==> src/rtl/vlsu_pkg.sv <==
`timescale 1ns / 1ps
// ----------------------------------------------------------------------------
// vlsu_pkg
// Shared opcodes, result kinds, controller/datapath interface types and
// the element-order table used by the fourth-store form.
// ----------------------------------------------------------------------------
package vlsu_pkg;

  localparam logic [4:0] OP_LBV = 5'd0;
  localparam logic [4:0] OP_SBV = 5'd1;
  localparam logic [4:0] OP_LSV = 5'd2;
  localparam logic [4:0] OP_SSV = 5'd3;
  localparam logic [4:0] OP_LLV = 5'd4;
  localparam logic [4:0] OP_SLV = 5'd5;
  localparam logic [4:0] OP_LDV = 5'd6;
  localparam logic [4:0] OP_SDV = 5'd7;
  localparam logic [4:0] OP_LPV = 5'd8;
  localparam logic [4:0] OP_SPV = 5'd9;
  localparam logic [4:0] OP_LUV = 5'd10;
  localparam logic [4:0] OP_SUV = 5'd11;
  localparam logic [4:0] OP_LHV = 5'd12;
  localparam logic [4:0] OP_SHV = 5'd13;
  localparam logic [4:0] OP_SFV = 5'd14;
  localparam logic [4:0] OP_SWV = 5'd15;
  localparam logic [4:0] OP_LQV = 5'd16;
  localparam logic [4:0] OP_SQV = 5'd17;
  localparam logic [4:0] OP_LRV = 5'd18;
  localparam logic [4:0] OP_SRV = 5'd19;
  localparam logic [4:0] OP_LTV = 5'd20;
  localparam logic [4:0] OP_STV = 5'd21;
  localparam logic [4:0] OP_HMEM = 5'd22;
  localparam logic [4:0] OP_HREG = 5'd23;

  localparam logic [1:0] KIND_REG  = 2'd0;
  localparam logic [1:0] KIND_MEM  = 2'd1;
  localparam logic [1:0] KIND_NONE = 2'd2;

  localparam logic [1:0] CLS_NOP   = 2'd0;
  localparam logic [1:0] CLS_LOAD  = 2'd1;
  localparam logic [1:0] CLS_STORE = 2'd2;
  localparam logic [1:0] CLS_HOST  = 2'd3;

  // how a fetched byte or the host halfword lands in a register
  localparam logic [1:0] LM_BYTE = 2'd0;
  localparam logic [1:0] LM_EL8  = 2'd1;
  localparam logic [1:0] LM_EL7  = 2'd2;
  localparam logic [1:0] LM_HOST = 2'd3;

  typedef struct packed {
    logic       cap;
    logic       clr;
    logic       rd_issue;
    logic       host_wr;
    logic       emit_reg;
    logic       st_step;
    logic       emit_nop;
    logic       last;
    logic [3:0] step;
    logic [2:0] grp;
  } vlsu_cmd_t;

  typedef struct packed {
    logic [1:0] cls;
    logic [4:0] count;
    logic       multi;
    logic       clr_done;
    logic       out_free;
  } vlsu_stat_t;

  // bit 3 valid, bits 2:0 table row
  function automatic logic [3:0] sfv_row(input logic [3:0] e);
    logic [3:0] r;
    case (e)
      4'd0, 4'd15: r = 4'b1000;
      4'd1:        r = 4'b1001;
      4'd4:        r = 4'b1010;
      4'd5:        r = 4'b1011;
      4'd8:        r = 4'b1100;
      4'd11:       r = 4'b1101;
      4'd12:       r = 4'b1110;
      default:     r = 4'b0000;
    endcase
    return r;
  endfunction

  function automatic logic [2:0] sfv_elem(input logic [2:0] row, input logic [1:0] i);
    logic [11:0] t;
    case (row)
      3'd0:    t = {3'd0, 3'd1, 3'd2, 3'd3};
      3'd1:    t = {3'd6, 3'd7, 3'd4, 3'd5};
      3'd2:    t = {3'd1, 3'd2, 3'd3, 3'd0};
      3'd3:    t = {3'd7, 3'd4, 3'd5, 3'd6};
      3'd4:    t = {3'd4, 3'd5, 3'd6, 3'd7};
      3'd5:    t = {3'd3, 3'd0, 3'd1, 3'd2};
      3'd6:    t = {3'd5, 3'd6, 3'd7, 3'd4};
      default: t = '0;
    endcase
    return t[3*(3-int'(i)) +: 3];
  endfunction

endpackage

==> src/rtl/vlsu_ctrl.sv <==
`timescale 1ns / 1ps
// ----------------------------------------------------------------------------
// vlsu_ctrl
// Sequencer: memory clear after reset, then per item the read, write-back,
// host-write, store and result steps.
// ----------------------------------------------------------------------------
module vlsu_ctrl (
  input  logic                 clk,
  input  logic                 rst_n,
  input  logic                 in_valid,
  output logic                 in_ready,
  input  vlsu_pkg::vlsu_stat_t stat,
  output vlsu_pkg::vlsu_cmd_t  cmd
);

  import vlsu_pkg::*;

  localparam logic [3:0] S_CLEAR = 4'd0;
  localparam logic [3:0] S_IDLE  = 4'd1;
  localparam logic [3:0] S_DISP  = 4'd2;
  localparam logic [3:0] S_LRD   = 4'd3;
  localparam logic [3:0] S_LWAIT = 4'd4;
  localparam logic [3:0] S_LEMIT = 4'd5;
  localparam logic [3:0] S_HWR   = 4'd6;
  localparam logic [3:0] S_ST    = 4'd7;
  localparam logic [3:0] S_NOP   = 4'd8;

  logic [3:0] state_r, state_nxt;
  logic [3:0] step_r, step_nxt;
  logic [2:0] grp_r, grp_nxt;
  logic       last_step, grp_last;

  assign last_step = ({1'b0, step_r} == stat.count - 5'd1);
  assign grp_last  = !stat.multi || (grp_r == 3'd7);
  assign in_ready  = (state_r == S_IDLE);

  always_comb begin
    cmd       = '0;
    cmd.step  = step_r;
    cmd.grp   = grp_r;
    state_nxt = state_r;
    step_nxt  = step_r;
    grp_nxt   = grp_r;
    case (state_r)
      S_CLEAR: begin
        cmd.clr = 1'b1;
        if (stat.clr_done) state_nxt = S_IDLE;
      end
      S_IDLE: begin
        if (in_valid) begin
          cmd.cap   = 1'b1;
          state_nxt = S_DISP;
        end
      end
      S_DISP: begin
        step_nxt = '0;
        grp_nxt  = '0;
        case (stat.cls)
          CLS_LOAD:  state_nxt = S_LRD;
          CLS_STORE: state_nxt = S_ST;
          CLS_HOST:  state_nxt = S_HWR;
          default:   state_nxt = S_NOP;
        endcase
      end
      S_LRD: begin
        cmd.rd_issue = 1'b1;
        if (last_step) state_nxt = S_LWAIT;
        else           step_nxt  = step_r + 4'd1;
      end
      S_LWAIT: state_nxt = S_LEMIT;
      S_LEMIT: begin
        if (stat.out_free) begin
          cmd.emit_reg = 1'b1;
          cmd.last     = grp_last;
          if (grp_last) begin
            state_nxt = S_IDLE;
          end else begin
            // transposed load: next register
            grp_nxt   = grp_r + 3'd1;
            step_nxt  = '0;
            state_nxt = S_LRD;
          end
        end
      end
      S_HWR: begin
        cmd.host_wr = 1'b1;
        state_nxt   = S_LEMIT;
      end
      S_ST: begin
        if (stat.out_free) begin
          cmd.st_step = 1'b1;
          cmd.last    = last_step;
          if (last_step) state_nxt = S_IDLE;
          else           step_nxt  = step_r + 4'd1;
        end
      end
      S_NOP: begin
        if (stat.out_free) begin
          cmd.emit_nop = 1'b1;
          cmd.last     = 1'b1;
          state_nxt    = S_IDLE;
        end
      end
      default: state_nxt = S_IDLE;
    endcase
  end

  always_ff @(posedge clk) begin
    if (!rst_n) begin
      state_r <= S_CLEAR;
      step_r  <= '0;
      grp_r   <= '0;
    end else begin
      state_r <= state_nxt;
      step_r  <= step_nxt;
      grp_r   <= grp_nxt;
    end
  end

endmodule

==> config.mk <==
export PLATFORM = sky130hd
export DESIGN_NAME = vlsu_ctrl
export DESIGN_NICKNAME = d
export VERILOG_FILES = /design/src/rtl/vlsu_pkg.sv /design/src/rtl/vlsu_ctrl.sv
export SDC_FILE = /design/constraint.sdc
export NUM_CORES = 1
export LEC_CHECK = 0
export ABC_CLOCK_PERIOD_IN_PS = 4700
export BUFFER_PORTS_ARGS = -buffer_cell sky130_fd_sc_hd__buf_2
export CAP_MARGIN = 20
export CORE_ASPECT_RATIO = 1.2
export CORE_UTILIZATION = 50
export DETAILED_ROUTE_END_ITERATION = 8
export HOLD_SLACK_MARGIN = 0.12
export PLACE_DENSITY = 0.85
export SLEW_MARGIN = 40
export SYNTH_ARGS = -nofsm -noshare
export SYNTH_HDL_FRONTEND = slang
export SYNTH_SLANG_ARGS = --single-unit
export TNS_END_PERCENT = 1
==> constraint.sdc <==
create_clock -name clk -period 4.7 [get_ports clk]
set_clock_uncertainty 0.2 [all_clocks]
set_input_delay 0 -clock clk [delete_from_list [all_inputs] [get_ports clk]]
set_output_delay 0 -clock clk [all_outputs]
set_load 0.05 [all_outputs]
======== After elaboration in Yosys (flattened, before gate mapping) ========
Cells that the tools add are included.
word-level totals
  output and inout port bits .............. 16
  flip-flop bits (word level) ............. 11
  input port bits ......................... 13
  word-level logic and storage cells ...... 67
operators by class
  multiplexer cells ....................... 31
  $add $sub $neg .......................... 3
  reduce and logical (&&, ||, !) cells .... 9
  eq/ne operators ......................... 21
operators with widths
  cell                 count
  $mux 4               11
  $pmux 4 s8           1
  $eq 4x3->1 const B   4
  $ne 2x2->1 const B   8
  $pmux 4 s4           1
  $pmux 4 s3           1
  $mux 1               11
  $eq 4x2->1 const B   2
  $reduce_and 7->1     1
  $mux 3               2
  $pmux 3 s2           1
  $eq 4x5->1           1
  $sub 5x1->5 const B  1
  $add 4x1->4 const B  1
  $eq 2x2->1 const B   2
  $eq 4x1->1 const B   1
  $eq 4x4->1 const B   1
  $logic_not 4->1      1
  $mux 2               2
  $reduce_and 4->1     1
  $reduce_bool 4->1    1
  $add 3x1->3 const B  1
  $eq 3x3->1 const B   1
  $pmux 1 s3           1
  6 further kinds      6

======== Depth between registers and ports, before layout ========
  depth in word-level cells ............... 5
  depth in mapped cells ................... 7
  gate-level depth less buffers ........... 7

======== Worst setup path after synthesis ========
Ideal clock, no wire load.
  path type ............................... register to output
  from .................................... register step_r[0]
  to ...................................... output cmd[7] (netlist bit)
  buffers on the path ..................... 0
  data required time ...................... 4500 ps
  arrival ................................. 2359 ps
  cell stages (with the launch flop) ...... 6
  path slack .............................. 2141 ps
  cells stage by stage .................... dfxtp_1 -> xnor2_1 -> a211o_1 -> nor4_2 -> nor2_1 -> o21bai_1
RTL lines
  what                    RTL line          RTL
  start, declared         vlsu_ctrl.sv:29   logic [3:0] step_r, step_nxt;
  start signal, assigned  vlsu_ctrl.sv:115  step_r <= step_nxt;
  end, declared           vlsu_ctrl.sv:13   output vlsu_pkg::vlsu_cmd_t cmd

==> out/metrics.csv <==
metric,value,unit
dieArea,0.002044,mm²
synth_cells,126,
worstPathMaxFanout,8,
status,finished clean,
cts-htree-levels,1,
cts_max_path_buffers,2,
clockPowerShare,15.6,%
area_delta_synth_final,22.92,%
clk_latency,0.27,ns
period_share,52.39,%
ios,29,
grt_max_degree,16,
final_common_cell,buf_2,
ff2ff_path_depth,5,
crit_start,step_r[0]$_SDFFE_PN0P_,
synth_edf_count,0,
worstPathRequired,4.50,ns
crit_end,cmd[7],
post_drt_wl_per_cell,13.98,µm
vias,1059,
power_density,382.9,mW/mm²
cts_tree,yes,
dr.pass1.iters,5,
cts_setup_buffers,0,
slew_headroom,57.08,%
maxSlewViolCount,0,
synth_top_area_share,23.59,%
antenna_found_initial,0,
antennaDiodeCount,0,
avgViaCountPerCell,6.017,
max_freq,406.1,MHz
grt_setup_unrepaired,no,
gp_congestion,0.8713,
ys_types,40,
num_rows,16,
grt_pass1_vias,946,
r2r_end,step_r[3]$_SDFFE_PN0P_,
synth_area_leaders,"dfxtp_1 24%, ha_1 9.4%, nor2_1 6.0%, nand2_1 5.2%, xnor2_1 3.8%",
ant_nets,0,
start_util,55.51,%
drc_errors,0,
async_flop_share,0,%
r2r_slack,2.46,ns
critPathKind,reg2out,
min_period,2.462,ns
power.net_switching,226.4,µW
leakagePower,0.0005324,µW
internal-power,213.0,µW
core,0.001682,mm²
worstReg2RegStart,state_r[0]$_SDFFE_PN0P_,
clk_pin_slew,0.08,ns
finalWorstSetupSlack,2.238,ns
cts_sinks,11,
die_width,41.44,µm
yosysTopAreaCell,dfxtp_1,
drv_cap,0,
gr-total-overflow,0,
worst_pin_slew,0.6384,ns
place_ws,2.425,ns
port_buffers,28,
pwr-share-seq,31.9,%
numCtsBuffers,3,
netlist_area,933.4,µm²
yosysWarnings,0,
cp-start-kind,flop,
postSynthAreaPerCell,7.408,µm²
hold_path.class,in2reg,
yosysSeqAreaShare,23.59,%
endpoint_kind,primary output,
clockRootBuffer,clkbuf_4,
wl,2461,µm
power_switching_share,51.53,%
synth_seq_cells,11,
cp_data_arrival_time,2.26,ns
grt_pass1_wl,4022,µm
fin_nets,179,
hold_viol_final,0,
drive_above_1_share,21.52,%
comb_power_share,52.5,%
most-common-layout-cells,"28 x buf_2, 15 x nor2_1, 13 x nand2_1, 11 x dfxtp_1, 9 x inv_1",
tns,0,ns
irDropWorstVdd,0.1972,mV
fp.dieH,49.33,µm
hpwlAfterDp,1812,µm
ys.flop_type,dfxtp_1,
grtUsageTotal,25.38,%
finalSetupViolCount,0,
drt_iter0_drc,28,
syn-num-nets,146,
[how the worst min path moves through the flow]
stage | start | endpoint | slack (ns) | cells past startpoint
detailed placement | rst_n | state_r[2]$_SDFFE_PN0P_ | 0.12 | 3
global route | stat[9] | state_r[0]$_SDFFE_PN0P_ | 0.22 | 5
finish | stat[9] | state_r[2]$_SDFFE_PN0P_ | 0.15 | 6
global placement | rst_n | state_r[2]$_SDFFE_PN0P_ | 0.12 | 3
floorplan | rst_n | state_r[3]$_SDFFE_PN0P_ | -0.05 | 1
CTS | stat[9] | state_r[2]$_SDFFE_PN0P_ | 0.15 | 6
[power by group through the flow]
stage	Sequential, µW	Clock (µW)	Combinational [µW]
after floorplan	117	0	199
after global placement	140	0	221
after detailed placement	141	0	226
after CTS	139	68.8	229
after global routing	145	73.6	248
final	140	68.5	231
[worst max-delay path, stage by stage (launching register included)]
cell and delay, ns:
dfxtp_1 0.47, xnor2_1 0.14, a211o_1 0.33, nor4_2 0.49, nor2_1 0.12, o21bai_1 0.16, buf_2 0.27
[per-layer routing]
layer	global-route usage (%)	up-vias	part of all wire, %
met5	0	-	0
met4	11.29	0	1.9
met3	3.333	4	4.7
met2	47.40	40	52
met1	27.64	490	41
li1	-	525	-
[flip-flops by register name, indices dropped and copies added, names as in the netlist]
register	count
state_r	4
grp_r	3
step_r	4
[cell type report]
| class | count | area, µm² |
|---|---|---|
| sequential | 11 | 220.2 |
| timing repair buffer | 32 | 180.2 |
| tap | 18 | 22.52 |
| inverter | 10 | 37.54 |
| clock buffer | 4 | 26.28 |
| multi-input combinational | 101 | 660.6 |
| fill | 158 | 534.3 |
[metrics by stage]
stage                     utilization [%]  cells  total power (µW)  area, µm²  hold WS (ns)
after floorplan                         -    126             316.1      933.4      -0.05408
after global placement              64.29    168             360.6       1081        0.1153
after global routing                68.23    176             466.9       1147        0.2165
final                               68.23    176             439.4       1147        0.1455
after detailed placement            64.29    168             366.8       1081        0.1219
after CTS                           68.23    176             436.5       1147        0.1533
[synth_stat cells (all sizes together), types with 2 or more instances]
| cell type | number |
|---|---|
| o21ai | 4 |
| dfxtp | 11 |
| o31ai | 2 |
| nand2 | 13 |
| nand3 | 6 |
| a21oi | 4 |
| a31oi | 4 |
| xnor2 | 4 |
| o211a | 2 |
| or4 | 3 |
| inv | 9 |
| nor2b | 2 |
| a22oi | 2 |
| and3 | 3 |
| clkbuf | 4 |
| nor2 | 15 |
| o211ai | 3 |
| mux2i | 3 |
| nor3 | 4 |
| and2 | 2 |
| nor4 | 3 |
| ha | 7 |
[logic make-up (layout without fill, tap and decap cells)]
| family | Yosys count | in the layout | share of synthesized area, % |
|---|---|---|---|
| buffers and inverters | 14 | 46 | 5.629 |
| AOI/OAI and AO/OA | 28 | 28 | 21.58 |
| muxes | 3 | 3 | 3.217 |
| DFF | 11 | 11 | 23.59 |
| adders and majority gates | 7 | 7 | 9.383 |
| xor gates and xnor gates | 4 | 4 | 3.753 |
| and+or+nand+nor | 59 | 59 | 32.84 |
[timing repair]
action / 4_1_cts / 5_1_grt
endpoints found under the hold margin: 11 / 0
hold buffers: 4 / 0
resized for setup: 0 / 0
Power figures use the tool's default switching activity.
